## config.mk

```make
export PLATFORM = sky130hd
export DESIGN_NAME = reply_frame_crc8_checker_top
export DESIGN_NICKNAME = d
export VERILOG_FILES = /design/src/hw/rtl/rfc8_pkg.sv /design/src/hw/rtl/reply_frame_crc8_checker_top.sv
export SDC_FILE = /design/constraint.sdc
export NUM_CORES = 1
export LEC_CHECK = 0
export BUFFER_PORTS_ARGS = -buffer_cell sky130_fd_sc_hd__buf_4
export CAP_MARGIN = 5
export CORE_MARGIN = 2
export CORE_UTILIZATION = 57
export CTS_CLUSTER_SIZE = 25
export DETAILED_ROUTE_END_ITERATION = 6
export PLACE_DENSITY = 0.78
export SYNTH_ARGS = -nofsm -noshare
export SYNTH_HDL_FRONTEND = slang
export SYNTH_SLANG_ARGS = --single-unit
```

## constraint.sdc

```tcl
create_clock -name i_clk -period 8 [get_ports i_clk]
set_input_delay 0.4 -clock i_clk [delete_from_list [all_inputs] [get_ports i_clk]]
set_output_delay 0.4 -clock i_clk [all_outputs]
set_load 0.02 [all_outputs]
```

## src/hw/rtl/rfc8_pkg.sv

```systemverilog
`timescale 1ns / 1ps

package rfc8_pkg;

    localparam logic [7:0]  CRC_POLY      = 8'h07;
    localparam logic [7:0]  CRC_MSB       = 8'h80;
    localparam logic [7:0]  CRC_INIT      = 8'h00;
    localparam logic [7:0]  CODE_READ_OUT = 8'hC3;
    localparam logic [15:0] STATE_NONE    = 16'h0000;

    localparam int          POS_W         = 9;
    localparam logic [8:0]  POS_LEN       = 9'd2;
    localparam logic [8:0]  POS_CODE      = 9'd3;
    localparam logic [8:0]  POS_HIGH      = 9'd4;
    localparam logic [8:0]  POS_LOW       = 9'd5;

    // Bitwise CRC-8 update, MSB first, eight shift steps on an 8-bit value.
    function automatic logic [7:0] crc8_update(input logic [7:0] crc, input logic [7:0] b);
        logic [7:0] c;
        c = crc ^ b;
        for (int k = 0; k < 8; k++) begin
            if ((c & CRC_MSB) != 8'h00) begin
                c = {c[6:0], 1'b0} ^ CRC_POLY;
            end else begin
                c = {c[6:0], 1'b0};
            end
        end
        return c;
    endfunction

endpackage

```

## src/hw/rtl/reply_frame_crc8_checker_top.sv

```systemverilog
`timescale 1ns / 1ps

// Reply frame CRC-8 checker.
// Input channel: one raw reply byte per item (i_rx_byte) with i_frame_start
// high on the first byte of a frame. Byte 2 is the payload length L, byte 3
// the function code, and byte 3+L the received check byte.
// Output channel: one item per frame, issued for its check byte, carrying
// crc_ok, both CRC values, the function code, and for code 0xC3 with a good
// CRC the 16-bit output state from bytes 4 and 5.
// Throughput is one byte per cycle unless the output stalls: the frame state
// and the unrolled CRC update sit between the accepted byte and the output
// register. A result appears in the cycle after its check byte is accepted.
// Bytes outside a frame, and trailing bytes after the check byte, give no
// item. A new start abandons an unfinished frame.
// Synchronous reset clears the frame state to idle and empties the output.
// While a result waits in the output register and the receiver stalls, the
// input is stalled as well, so no item is lost. With no result waiting, or
// with the receiver taking it, the input keeps taking one byte per cycle.
module reply_frame_crc8_checker_top (
    input  logic        i_clk,
    input  logic        i_rst_n,
    input  logic        i_in_valid,
    output logic        o_in_stall,
    input  logic [7:0]  i_rx_byte,
    input  logic        i_frame_start,
    output logic        o_out_valid,
    input  logic        i_out_stall,
    output logic        o_crc_ok,
    output logic [7:0]  o_computed_crc,
    output logic [7:0]  o_received_crc,
    output logic [7:0]  o_function_code,
    output logic [15:0] o_output_state,
    output logic        o_state_valid
);

    logic [rfc8_pkg::POS_W-1:0] r_byte_pos, n_byte_pos;
    logic [7:0]  r_crc, n_crc;
    logic [7:0]  r_len, n_len;
    logic [7:0]  r_code, n_code;
    logic [7:0]  r_high, n_high;
    logic [7:0]  r_low, n_low;
    logic        r_frame_active, n_frame_active;

    logic        r_out_valid;
    logic        r_crc_ok;
    logic [7:0]  r_computed_crc;
    logic [7:0]  r_received_crc;
    logic [7:0]  r_function_code;
    logic [15:0] r_output_state;
    logic        r_state_valid;

    logic        in_accept;
    logic        check_hit;
    logic        ok;
    logic        valid;
    logic [rfc8_pkg::POS_W-1:0] e_pos;
    logic [7:0]  e_crc, e_len, e_code, e_high, e_low;
    logic        e_active;
    logic [rfc8_pkg::POS_W-1:0] check_pos;

    // A held result blocks only when its receiver stalls.
    assign o_in_stall = r_out_valid && i_out_stall;
    assign in_accept  = i_in_valid && !o_in_stall;

    always_comb begin
        // A start byte sees freshly cleared frame state.
        if (i_frame_start) begin
            e_pos    = '0;
            e_crc    = rfc8_pkg::CRC_INIT;
            e_len    = 8'h00;
            e_code   = 8'h00;
            e_high   = 8'h00;
            e_low    = 8'h00;
            e_active = 1'b1;
        end else begin
            e_pos    = r_byte_pos;
            e_crc    = r_crc;
            e_len    = r_len;
            e_code   = r_code;
            e_high   = r_high;
            e_low    = r_low;
            e_active = r_frame_active;
        end

        if (e_pos == rfc8_pkg::POS_LEN)  e_len  = i_rx_byte;
        if (e_pos == rfc8_pkg::POS_CODE) e_code = i_rx_byte;
        if (e_pos == rfc8_pkg::POS_HIGH) e_high = i_rx_byte;
        if (e_pos == rfc8_pkg::POS_LOW)  e_low  = i_rx_byte;

        check_pos = rfc8_pkg::POS_CODE + {1'b0, e_len};
        check_hit = e_active && (e_pos >= rfc8_pkg::POS_CODE) && (e_pos == check_pos);
        ok        = (i_rx_byte == e_crc);
        valid     = ok && (e_code == rfc8_pkg::CODE_READ_OUT);

        n_byte_pos     = r_byte_pos;
        n_crc          = r_crc;
        n_len          = r_len;
        n_code         = r_code;
        n_high         = r_high;
        n_low          = r_low;
        n_frame_active = r_frame_active;
        if (in_accept && e_active) begin
            n_len  = e_len;
            n_code = e_code;
            n_high = e_high;
            n_low  = e_low;
            if (check_hit) begin
                n_byte_pos     = e_pos;
                n_crc          = e_crc;
                n_frame_active = 1'b0;
            end else begin
                n_byte_pos     = e_pos + 9'd1;
                n_crc          = rfc8_pkg::crc8_update(e_crc, i_rx_byte);
                n_frame_active = 1'b1;
            end
        end
    end

    always_ff @(posedge i_clk) begin
        if (!i_rst_n) begin
            r_byte_pos     <= '0;
            r_crc          <= rfc8_pkg::CRC_INIT;
            r_len          <= 8'h00;
            r_code         <= 8'h00;
            r_high         <= 8'h00;
            r_low          <= 8'h00;
            r_frame_active <= 1'b0;
            r_out_valid    <= 1'b0;
        end else begin
            r_byte_pos     <= n_byte_pos;
            r_crc          <= n_crc;
            r_len          <= n_len;
            r_code         <= n_code;
            r_high         <= n_high;
            r_low          <= n_low;
            r_frame_active <= n_frame_active;
            if (in_accept && check_hit) begin
                r_out_valid <= 1'b1;
            end else if (!i_out_stall) begin
                r_out_valid <= 1'b0;
            end
        end
    end

    always_ff @(posedge i_clk) begin
        if (in_accept && check_hit) begin
            r_crc_ok        <= ok;
            r_computed_crc  <= e_crc;
            r_received_crc  <= i_rx_byte;
            r_function_code <= e_code;
            r_output_state  <= valid ? {e_high, e_low} : rfc8_pkg::STATE_NONE;
            r_state_valid   <= valid;
        end
    end

    assign o_out_valid     = r_out_valid;
    assign o_crc_ok        = r_crc_ok;
    assign o_computed_crc  = r_computed_crc;
    assign o_received_crc  = r_received_crc;
    assign o_function_code = r_function_code;
    assign o_output_state  = r_output_state;
    assign o_state_valid   = r_state_valid;

    a_state_needs_crc : assert property (@(posedge i_clk) disable iff (!i_rst_n)
        (o_out_valid && o_state_valid) |-> (o_crc_ok
            && o_function_code == rfc8_pkg::CODE_READ_OUT))
        else $error("state_valid without a good CRC and read-out code");

    a_state_zero : assert property (@(posedge i_clk) disable iff (!i_rst_n)
        (o_out_valid && !o_state_valid) |-> (o_output_state == rfc8_pkg::STATE_NONE))
        else $error("output_state not cleared for an invalid frame");

    a_start_opens_frame : assert property (@(posedge i_clk) disable iff (!i_rst_n)
        (in_accept && i_frame_start) |=> (r_frame_active && r_byte_pos == 9'd1))
        else $error("start byte did not open a frame");

    a_result_from_check : assert property (@(posedge i_clk) disable iff (!i_rst_n)
        (in_accept && check_hit) |=> (o_out_valid && !r_frame_active))
        else $error("check byte did not close the frame with a result");

    a_crc_ok_match : assert property (@(posedge i_clk) disable iff (!i_rst_n)
        o_out_valid |-> (o_crc_ok == (o_computed_crc == o_received_crc)))
        else $error("crc_ok does not match the CRC values");

endmodule
```

==> results of run 1 <==
[metrics by stage]
stage,area (sq um),cells
4_1_cts,5459,652
3_5_place_dp,5256,636
2_1_floorplan,4857,513
3_3_place_gp,5256,636
5_1_grt,5459,652
6_report,5459,652
[power groups by stage]
stage	sequential, uW	combinational (uW)	clock, uW
2_1_floorplan	518	79.9	0
3_3_place_gp	519	102	0
3_5_place_dp	520	104	0
4_1_cts	509	104	328
5_1_grt	510	116	347
6_report	509	105	326
[logic make-up (layout without fill, tap and decap cells)]
family	after synthesis	in the layout	synth area share, %
AOI/OAI and AO/OA	108	108	15.97
xor gates and xnor gates	24	24	4.328
adders and majority gates	8	8	2.061
buffers and inverters	72	106	6.053
DFF	93	93	46.99
muxes	21	21	4.431
and+or+nand+nor	187	187	20.17
[cell usage in the layout, fill, tap and decap left out, types with 9 or more instances in the layout]
cell type | synthesis | routed
a21oi_1 | 20 | 20
edfxtp_1 | 42 | 42
a22oi_1 | 27 | 27
xnor2_1 | 20 | 20
clkbuf_8 | 0 | 9
mux2i_1 | 17 | 17
nand2_1 | 20 | 20
buf_4 | 0 | 57
nand4_1 | 9 | 9
a211oi_1 | 12 | 12
nor2_1 | 76 | 74
nor3b_1 | 21 | 21
o22ai_1 | 10 | 10
nor2b_1 | 13 | 13
dfxtp_1 | 51 | 51
nand3_1 | 14 | 14
inv_1 | 32 | 32
[path summary, 6_finish.rpt]
kind	start	endpoint	slack (ns)
max	i_frame_start	o_received_crc[2]	2.79
max reg2reg	r_byte_pos[1]	o_received_crc[2]	2.90
min	i_rx_byte[0]	o_received_crc[0]	0.34
min reg2reg	r_crc[0]	r_crc[0]	0.48
[layer usage]
metal  up-vias  wire length [um]  track usage [%]
li1       1879                 -                -
met1      1915              4915            34.03
met2       143              5516            40.97
met3        23               669            3.915
met4         0               275            10.33
met5         -                 0                0
[layout make-up]
class	count	area [sq um]
fill	664	2799
multi-input combinational	348	2291
sequential	93	2282
timing repair buffer	57	427.9
tap	105	131.4
clock buffer	9	123.9
inverter	33	123.9
clock inverter	7	78.83
[sequential cells by signal, summed over array words and instances (netlist names)]
name,cells
o_computed_crc,8
o_crc_ok,1
o_function_code,8
o_out_valid,1
o_output_state,16
o_received_crc,8
o_state_valid,1
r_byte_pos,9
r_code,8
r_crc,8
r_frame_active,1
r_high,8
r_len,8
r_low,8
[critical path: cells and delay by family]
family,cells,cell delay [ns]
compound gates,4,1.35
fa+ha+maj,2,0.56
buf+inv,1,0.50
simple gates,5,2.33
==> flow_summary.json, run 1 <==
{
  "outcome": "finished clean",
  "max_stage_delay_ns": 0.92,
  "rr_worst_depth": 12,
  "clkPwrFrac_pct": 34.7,
  "drv_cap": 0,
  "ctsResizeCount": 0,
  "antenna_found_initial": 0,
  "clk_pin_slew_worst_paths_ns": 0.09,
  "synth.area.top_cells": "edfxtp_1 26%, dfxtp_1 21%, nor2_1 5.9%, a22oi_1 4.2%, xnor2_1 3.6%",
  "dr.pass1.iters": 5,
  "required_ns": 7.98,
  "syn2layout_area_growth_pct": 12.39,
  "rsz0062_at_grt": "no",
  "ctsRootBufferMaster": "clkbuf_8",
  "syn_area_sq_um": 4857,
  "num_vias": 3960,
  "hold_depth": 1,
  "cts_max_level": 3,
  "dp_hpwl_mm": 7.609,
  "cts_buffers": 9,
  "hold_violations": 0,
  "clockBufferDepth": 2,
  "die_h_um": 96.31,
  "yosys-top-cells-count": "76 x nor2_1, 51 x dfxtp_1, 42 x edfxtp_1",
  "wl_per_cell_um": 17.45,
  "p_leak_uw": 0.002064,
  "critPathArrivalTime_ns": 5.19,
  "ys_async_sr_fraction_pct": 0,
  "ys_dominant_reg_cell": "dfxtp_1",
  "p_sw_share_pct": 26.36,
  "internal_power_uw": 691.8,
  "routed_wirelength_mm": 11.38,
  "slew_violations": 0,
  "yosysTopAreaCell": "edfxtp_1",
  "syn_inst": 513,
  "row_count": 33,
  "min_period_ns": 5.213,
  "ios": 57,
  "cp-start-kind": "input port",
  "fin_ws_ns": 2.787,
  "synth-seq-cells": 93,
  "drtIter0Drc": 318,
  "power_density_nw_per_um2": 172.1,
  "vdd_drop_max_uv": 77.79,
  "finalSetupViolCount": 0,
  "synth_most_common_cell": "nor2_1",
  "relSlewSlack_pct": 22.92,
  "dieArea_sq_um": 9276,
  "synth_cell_types": 63,
  "antenna_left": 0,
  "diodes": 0,
  "portBuffers": 56,
  "globalplace.congestion": 0.9128,
  "initial_core_util_pct": 58.82,
  "path_class": "input port to register",
  "post-place-ws_ns": 2.409,
  "ctsHoldBuffers": 0,
  "p_switching_uw": 247.7,
  "worstHoldPathType": "input port to register",
  "syn_nets": 534,
  "cts_sinks": 93,
  "hold_ws_ns": 0.3356,
  "worst_clock_skew_ns": 0.01267,
  "grt_pass1_vias": 3581,
  "end_kind": "register",
  "grt_pass1_wl_mm": 17.93,
  "synth.avg_cell_area_sq_um": 9.468,
  "clock_latency_ns": 0.36,
  "grt_max_degree": 64,
  "setup_tns_ns": 0,
  "cp_slowest_cell": "nor2_4",
  "cp_max_fo": 63,
  "grtUsageTotal_pct": 25.34,
  "p_seq_share_pct": 54.2,
  "p_comb_share_pct": 11.2,
  "drive_above_1_share_pct": 15.72,
  "crit_chain": "buf_4 -> nand2b_1 -> ha_1 -> nor4b_4 -> a21o_2 -> a22oi_1 -> ha_1 -> o41a_1 -> a2111o_1 -> or3_4 -> nand2b_1 -> nor2_4",
  "overflow": 0,
  "design.core.area_sq_um": 8258,
  "postCtsSetupRepairBufs": 0,
  "finalCritPeriodShare_pct": 65.16,
  "cts_tree": "done",
  "drc": 0,
  "yosys.area.top_type_share_pct": 25.97,
  "avgViaCountPerCell": 6.074,
  "num-nets-final": 563,
  "tightest_slew_ns": 1.153,
  "yosysWarnings": 0,
  "ys_seq_area_share_pct": 46.99,
  "power.total_uw": 939.5,
  "postLayoutCoreUtil_pct": 66.11,
  "fmax_mhz": 191.8,
  "die_w_um": 96.31,
  "synth_edf_count": 42
}
No activity file was read; power rests on OpenSTA's default activity.
==> inputs of run 2 (changes only) <==
--- a/config.mk
+++ b/config.mk
@@ -5,6 +5,7 @@
 export SDC_FILE = /design/constraint.sdc
 export NUM_CORES = 1
 export LEC_CHECK = 0
+export ABC_AREA = 1
 export BUFFER_PORTS_ARGS = -buffer_cell sky130_fd_sc_hd__buf_4
 export CAP_MARGIN = 5
 export CORE_MARGIN = 2
==> constraint.sdc (replaced) <==
create_clock -name i_clk -period 5 [get_ports i_clk]
set_input_delay 0.25 -clock i_clk [delete_from_list [all_inputs] [get_ports i_clk]]
set_output_delay 0.25 -clock i_clk [all_outputs]
set_load 0.02 [all_outputs]
==> run 2 against run 1 <==
Compared with the run above:
- critical endpoint is now o_received_crc[7]
- global-route usage grew 0.40 points
- clock-buffer cell count grew 1
- wire length grew 7.7%
- non-clock buffer count grew 2
==> flow_summary.json, run 2 <==
{
  "outcome": "finished clean",
  "grt_max_degree": 70,
  "synth.avg_cell_area_sq_um": 7.637,
  "drtIter0Drc": 343,
  "syn_area_sq_um": 5071,
  "syn_inst": 664,
  "postCtsSetupRepairBufs": 0,
  "initial_core_util_pct": 58.43,
  "worstHoldPathType": "input port to register",
  "die_h_um": 98.32,
  "grtUsageTotal_pct": 25.74,
  "critPathLaunch": "r_byte_pos[1]",
  "clock_latency_ns": 0.37,
  "ctsHoldBuffers": 0,
  "synth.area.top_cells": "edfxtp_1 25%, dfxtp_1 20%, nand2_1 10%, inv_1 8.2%, nand3_1 7.9%",
  "cts_tree": "done",
  "ctsResizeCount": 0,
  "synth_cell_types": 29,
  "num-nets-final": 726,
  "ios": 57,
  "synth_edf_count": 42,
  "power.total_uw": 1508,
  "end_kind": "register",
  "design.core.area_sq_um": 8678,
  "critPathArrivalTime_ns": 4.50,
  "antenna_left": 0,
  "syn2layout_area_growth_pct": 12.07,
  "synth_most_common_cell": "nand2_1",
  "largest_reg_flops": 16,
  "grt_pass1_vias": 4161,
  "cp-start-kind": "register",
  "yosysWarnings": 0,
  "p_seq_share_pct": 55.1,
  "hold_violations": 0,
  "antenna_found_initial": 0,
  "dr.pass1.iters": 7,
  "drc": 0,
  "vdd_drop_max_uv": 150.4,
  "p_switching_uw": 434.6,
  "syn_nets": 685,
  "ys_seq_area_share_pct": 45.00,
  "diodes": 0,
  "placed_cells": 802,
  "globalplace.congestion": 0.8971,
  "rrSetupSlack_ns": 0.56,
  "worst_clock_skew_ns": 0.02006,
  "ctsRootBufferMaster": "clkbuf_8",
  "power_density_nw_per_um2": 265.3,
  "portBuffers": 56,
  "path_class": "register to register",
  "clk_pin_slew_worst_paths_ns": 0.11,
  "postLayoutCoreUtil_pct": 65.48,
  "routed_wirelength_mm": 12.25,
  "overflow": 0,
  "fmax_mhz": 225.3,
  "relSlewSlack_pct": 36.31,
  "finalSetupViolCount": 0,
  "final_common_cell": "nand2_1",
  "yosys-top-cells-count": "138 x nand2_1, 111 x inv_1, 80 x nand3_1",
  "wl_per_cell_um": 14.97,
  "row_count": 34,
  "r2r-end": "o_received_crc[7]",
  "rsz0062_at_grt": "no",
  "grt_pass1_wl_mm": 20.02,
  "crit_end": "o_received_crc[7]",
  "p_comb_share_pct": 14.3,
  "slew_violations": 0,
  "avgViaCountPerCell": 5.433,
  "required_ns": 5.06,
  "cts_max_level": 3,
  "die_w_um": 98.32,
  "finalCritPeriodShare_pct": 88.78,
  "p_leak_uw": 0.002627,
  "clkPwrFrac_pct": 30.5,
  "clockBufferDepth": 2,
  "dp_hpwl_mm": 8.579,
  "yosysTopAreaCell": "edfxtp_1",
  "min_period_ns": 4.439,
  "drv_cap": 0,
  "fillers": 759,
  "layout_common_cells": "138 x nand2_1, 111 x inv_1, 80 x nand3_1, 58 x buf_4, 54 x nor2_1",
  "internal_power_uw": 1073,
  "ys_async_sr_fraction_pct": 0,
  "num_vias": 4444,
  "setup_tns_ns": 0,
  "cts_buffers": 9,
  "rr_worst_depth": 22,
  "yosys.area.top_type_share_pct": 24.87,
  "cp_max_fo": 31,
  "fin_cells": 818,
  "drive_above_1_share_pct": 15.49,
  "p_sw_share_pct": 28.82,
  "tightest_slew_ns": 0.9543,
  "dieArea_sq_um": 9667,
  "synth-seq-cells": 93,
  "r2r_start": "r_byte_pos[1]",
  "ys_dominant_reg_cell": "dfxtp_1",
  "cts_sinks": 93
}
==> run 2: cell count changes after synthesis, moves of 21 or more <==
| cell | delta |
|---|---|
| inv_1 | +79 |
| o21ai_0 | +36 |
| nor3b_1 | -21 |
| nor2_1 | -21 |
| a22oi_1 | -27 |
| nand3_1 | +66 |
| nand2_1 | +118 |
==> run 2: kinds of logic (layout without fill, tap and decap cells) <==
group / Yosys count / after routing / synth area share, %
xor gates and xnor gates: 21 / 21 / 3.627
DFF: 93 / 93 / 45.00
and+or+nand+nor: 318 / 318 / 28.99
AOI/OAI and AO/OA: 79 / 79 / 8.784
adders and majority gates: 8 / 8 / 1.974
buffers and inverters: 145 / 191 / 11.62
==> run 2: stage by stage <==
stage                     hold slack, ns  cell area [sq um]  worst slack, ns
after CTS                        0.08131               5683           0.5786
after floorplan                   0.3489               5071            1.097
after detailed placement          0.4571               5515           0.5394
final                            0.08410               5683           0.5612
after global routing             0.08143               5683          0.07672
after global placement            0.4520               5515           0.6711
==> run 2: worst min-delay path by stage <==
stage | to | depth (start not counted) | startpoint
2_1_floorplan | o_received_crc[0] | 0 | i_rx_byte[0]
3_3_place_gp | r_crc[7] | 2 | r_crc[7]
6_report | o_received_crc[0] | 1 | i_rx_byte[0]
4_1_cts | o_received_crc[0] | 1 | i_rx_byte[0]
3_5_place_dp | r_crc[4] | 2 | r_crc[4]
5_1_grt | o_received_crc[0] | 1 | i_rx_byte[0]
==> run 2: power by group through the flow <==
stage                     Sequential (uW)  Combinational (uW)  Clock, uW
final                                 831                 216        460
after global routing                  834                 242        483
after CTS                             831                 214        460
after detailed placement              848                 213          0
after global placement                847                 207          0
after floorplan                       844                 161          0
==> run 2: layout make-up <==
class	instances	area, sq um	share of cell area (%)
Timing Repair Buffer	59	455.4	8.014
Clock inverter	6	40.04	0.7045
Sequential cell	93	2282	40.16
Tap cell	108	135.1	2.378
Multi-Input combinational cell	426	2207	38.84
Clock buffer	10	127.6	2.246
Inverter	116	435.4	7.662
==> run 2: worst max-delay path, stage by stage (launching register included) <==
cell and delay (ns):
dfxtp_1 0.35, inv_1 0.06, nor2_1 0.30, ha_1 0.23, nand2_1 0.07, nor2_2 0.42, nand2_2 0.26, nand2_2 0.13
nand2_2 0.09, ha_1 0.32, nor2_1 0.06, nor2_1 0.09, nand2_1 0.05, nor2_1 0.09, nand3_1 0.08, nor2_1 0.13
nand3_2 0.14, nor2_8 0.20, nand2_4 0.20, inv_1 0.09, nand2_1 0.08, inv_1 0.38, buf_12 0.26
==> run 2: routing by layer <==
metal	track usage [%]	wire length [um]	part of all wire [%]	up-vias
met5	0	0	0	-
met4	9.062	284	2.3	0
li1	-	-	-	2194
met1	34.13	5336	44	2070
met2	43.17	5890	48	155
met3	3.722	737	6.0	25
==> inputs of run 3 (changes only) <==
--- a/config.mk
+++ b/config.mk
@@ -9,10 +9,10 @@
 export BUFFER_PORTS_ARGS = -buffer_cell sky130_fd_sc_hd__buf_4
 export CAP_MARGIN = 5
 export CORE_MARGIN = 2
-export CORE_UTILIZATION = 57
+export CORE_UTILIZATION = 59
 export CTS_CLUSTER_SIZE = 25
 export DETAILED_ROUTE_END_ITERATION = 6
-export PLACE_DENSITY = 0.78
+export PLACE_DENSITY = 0.8
 export SYNTH_ARGS = -nofsm -noshare
 export SYNTH_HDL_FRONTEND = slang
 export SYNTH_SLANG_ARGS = --single-unit
==> run 3 against run 2 <==
Compared with the run above:
- clock power up 9.8%
- global-route usage increased by 0.27 points
- sequential power hardly changed
- die area fell by 3.2%
- largest cell class unchanged
- maximum frequency grew 6.2%
- via count fell by 0.36%
- clock-buffer cell count shrank 1
==> flow_summary.json, run 3 (synthesis gave the netlist of run 2 again) <==
{
  "cp_max_fo": 38,
  "die_w_um": 96.71,
  "outcome": "finished clean",
  "multiInputGateArea_sq_um": 2207,
  "power.total_uw": 1552,
  "hold_ws_ns": 0.08262,
  "power_density_nw_per_um2": 272.1,
  "drv_cap": 0,
  "cts_tree": "done",
  "largest_reg_flops": 16,
  "drive_above_1_share_pct": 15.80,
  "critPathArrivalTime_ns": 4.25,
  "wl_per_cell_um": 14.71,
  "end_kind": "register",
  "dr.pass1.iters": 5,
  "clk_pin_slew_worst_paths_ns": 0.10,
  "p_leak_uw": 0.002643,
  "num_vias": 4428,
  "postCtsSetupRepairBufs": 0,
  "rrSetupSlack_ns": 0.82,
  "ctsHoldBuffers": 0,
  "relSlewSlack_pct": 40.48,
  "avgViaCountPerCell": 5.440,
  "drc": 0,
  "cp_common_cell": "nor2_1",
  "layout_common_cells": "138 x nand2_1, 111 x inv_1, 80 x nand3_1, 57 x buf_4, 54 x nor2_1",
  "final_common_cell": "nand2_1",
  "crit_chain": "inv_1 -> nor2_1 -> ha_1 -> nand2_1 -> nor2_2 -> nand2_2 -> nand2_2 -> nand2_2 -> ha_1 -> nor2_1 -> nor2_1 -> nand2_1 -> nor2_1 -> nand3_1 -> nor2_1 -> nand3_2 -> nor2_8 -> nand2_4 -> inv_1 -> nand2_1 -> inv_1 -> buf_12",
  "drtIter0Drc": 308,
  "postLayoutCoreUtil_pct": 69.06,
  "initial_core_util_pct": 61.41,
  "grtUsageTotal_pct": 26.02,
  "cp_slowest_cell": "nor2_2",
  "design.core.area_sq_um": 8258,
  "tightest_slew_ns": 0.8874,
  "finalSetupViolCount": 0,
  "cp-start-kind": "register",
  "grt_pass1_vias": 4100,
  "fmax_mhz": 239.3,
  "register_area_sq_um": 2282,
  "vdd_drop_max_uv": 191.1,
  "globalplace.congestion": 0.9583,
  "grt_max_degree": 70,
  "diodes": 0,
  "ctsResizeCount": 0,
  "die_h_um": 96.71,
  "worstHoldPathType": "input port to register",
  "clock_latency_ns": 0.37,
  "overflow": 0,
  "dieArea_sq_um": 9353,
  "antenna_left": 0,
  "cts_buffers": 9,
  "num-nets-final": 725,
  "path_class": "register to register",
  "slew_violations": 0,
  "required_ns": 5.07,
  "rsz0062_at_grt": "no",
  "max_stage_delay_ns": 0.40,
  "hold_violations": 0,
  "routed_wirelength_mm": 11.97,
  "worst_clock_skew_ns": 0.01989,
  "clockBufferDepth": 2,
  "antenna_found_initial": 0,
  "row_count": 33,
  "grt_pass1_wl_mm": 19.76,
  "ios": 57,
  "min_period_ns": 4.178,
  "fin_ws_ns": 0.8218,
  "dp_hpwl_mm": 8.449,
  "cts_max_level": 3,
  "fillers": 703,
  "finalCritPeriodShare_pct": 83.56,
  "post-place-ws_ns": 0.7378,
  "ctsRootBufferMaster": "clkbuf_8",
  "setup_tns_ns": 0,
  "syn2layout_area_growth_pct": 12.46,
  "cts_sinks": 93,
  "portBuffers": 56
}
-- run 3: changes by cell type in the layout (fill, tap and decap cells not counted), sizes merged --
cell / delta
buf: -1
clkbuf: -1
clkinv: -1
clkinvlp: -1
inv: +3
-- run 3: area by class of cell --
class                   count  share of cell area, %
repair buffers             58                  7.854
clock inverters             7                  1.316
clock buffers               9                  2.172
multi-input cells         426                  38.70
well taps                 105                  2.304
flip-flops and latches     93                  40.02
inverters                 116                  7.635
-- run 3: through the flow --
step	area (sq um)	std cells
after floorplan	5071	664
after global placement	5504	798
after detailed placement	5504	798
after CTS	5703	814
after global routing	5703	814
final	5703	814
-- run 3: where the power goes --
| part | total [uW] | internal (uW) | switching, uW |
|---|---|---|---|
| Sequential | 831 | 818 | 13.3 |
| Combinational | 216 | 74.4 | 141 |
| Clock | 505 | 198 | 307 |
-- run 3: final timing paths --
| check | from | cells past startpoint | end |
|---|---|---|---|
| worst max register to register | r_byte_pos[1] | 22 | o_computed_crc[2] |
| worst min register to register | r_crc[2] | 2 | r_crc[2] |
| worst max-delay path | r_byte_pos[1] | 22 | o_computed_crc[2] |
| worst min-delay path | i_rx_byte[1] | 1 | o_received_crc[1] |
-- run 3: routing by layer --
layer	vias up	wire length (um)	GRT usage, %
met3	33	933	5.202
met5	-	0	0
li1	2195	-	-
met4	0	312	8.776
met1	2006	5016	33.88
met2	194	5708	43.48
-- run 3: critical path, delay by kind of cell, from the launching register on --
family / cells / cell delay [ns]
fa+ha+maj: 2 / 0.53
buf+inv: 4 / 0.65
flops: 1 / 0.34
simple gates: 16 / 2.34
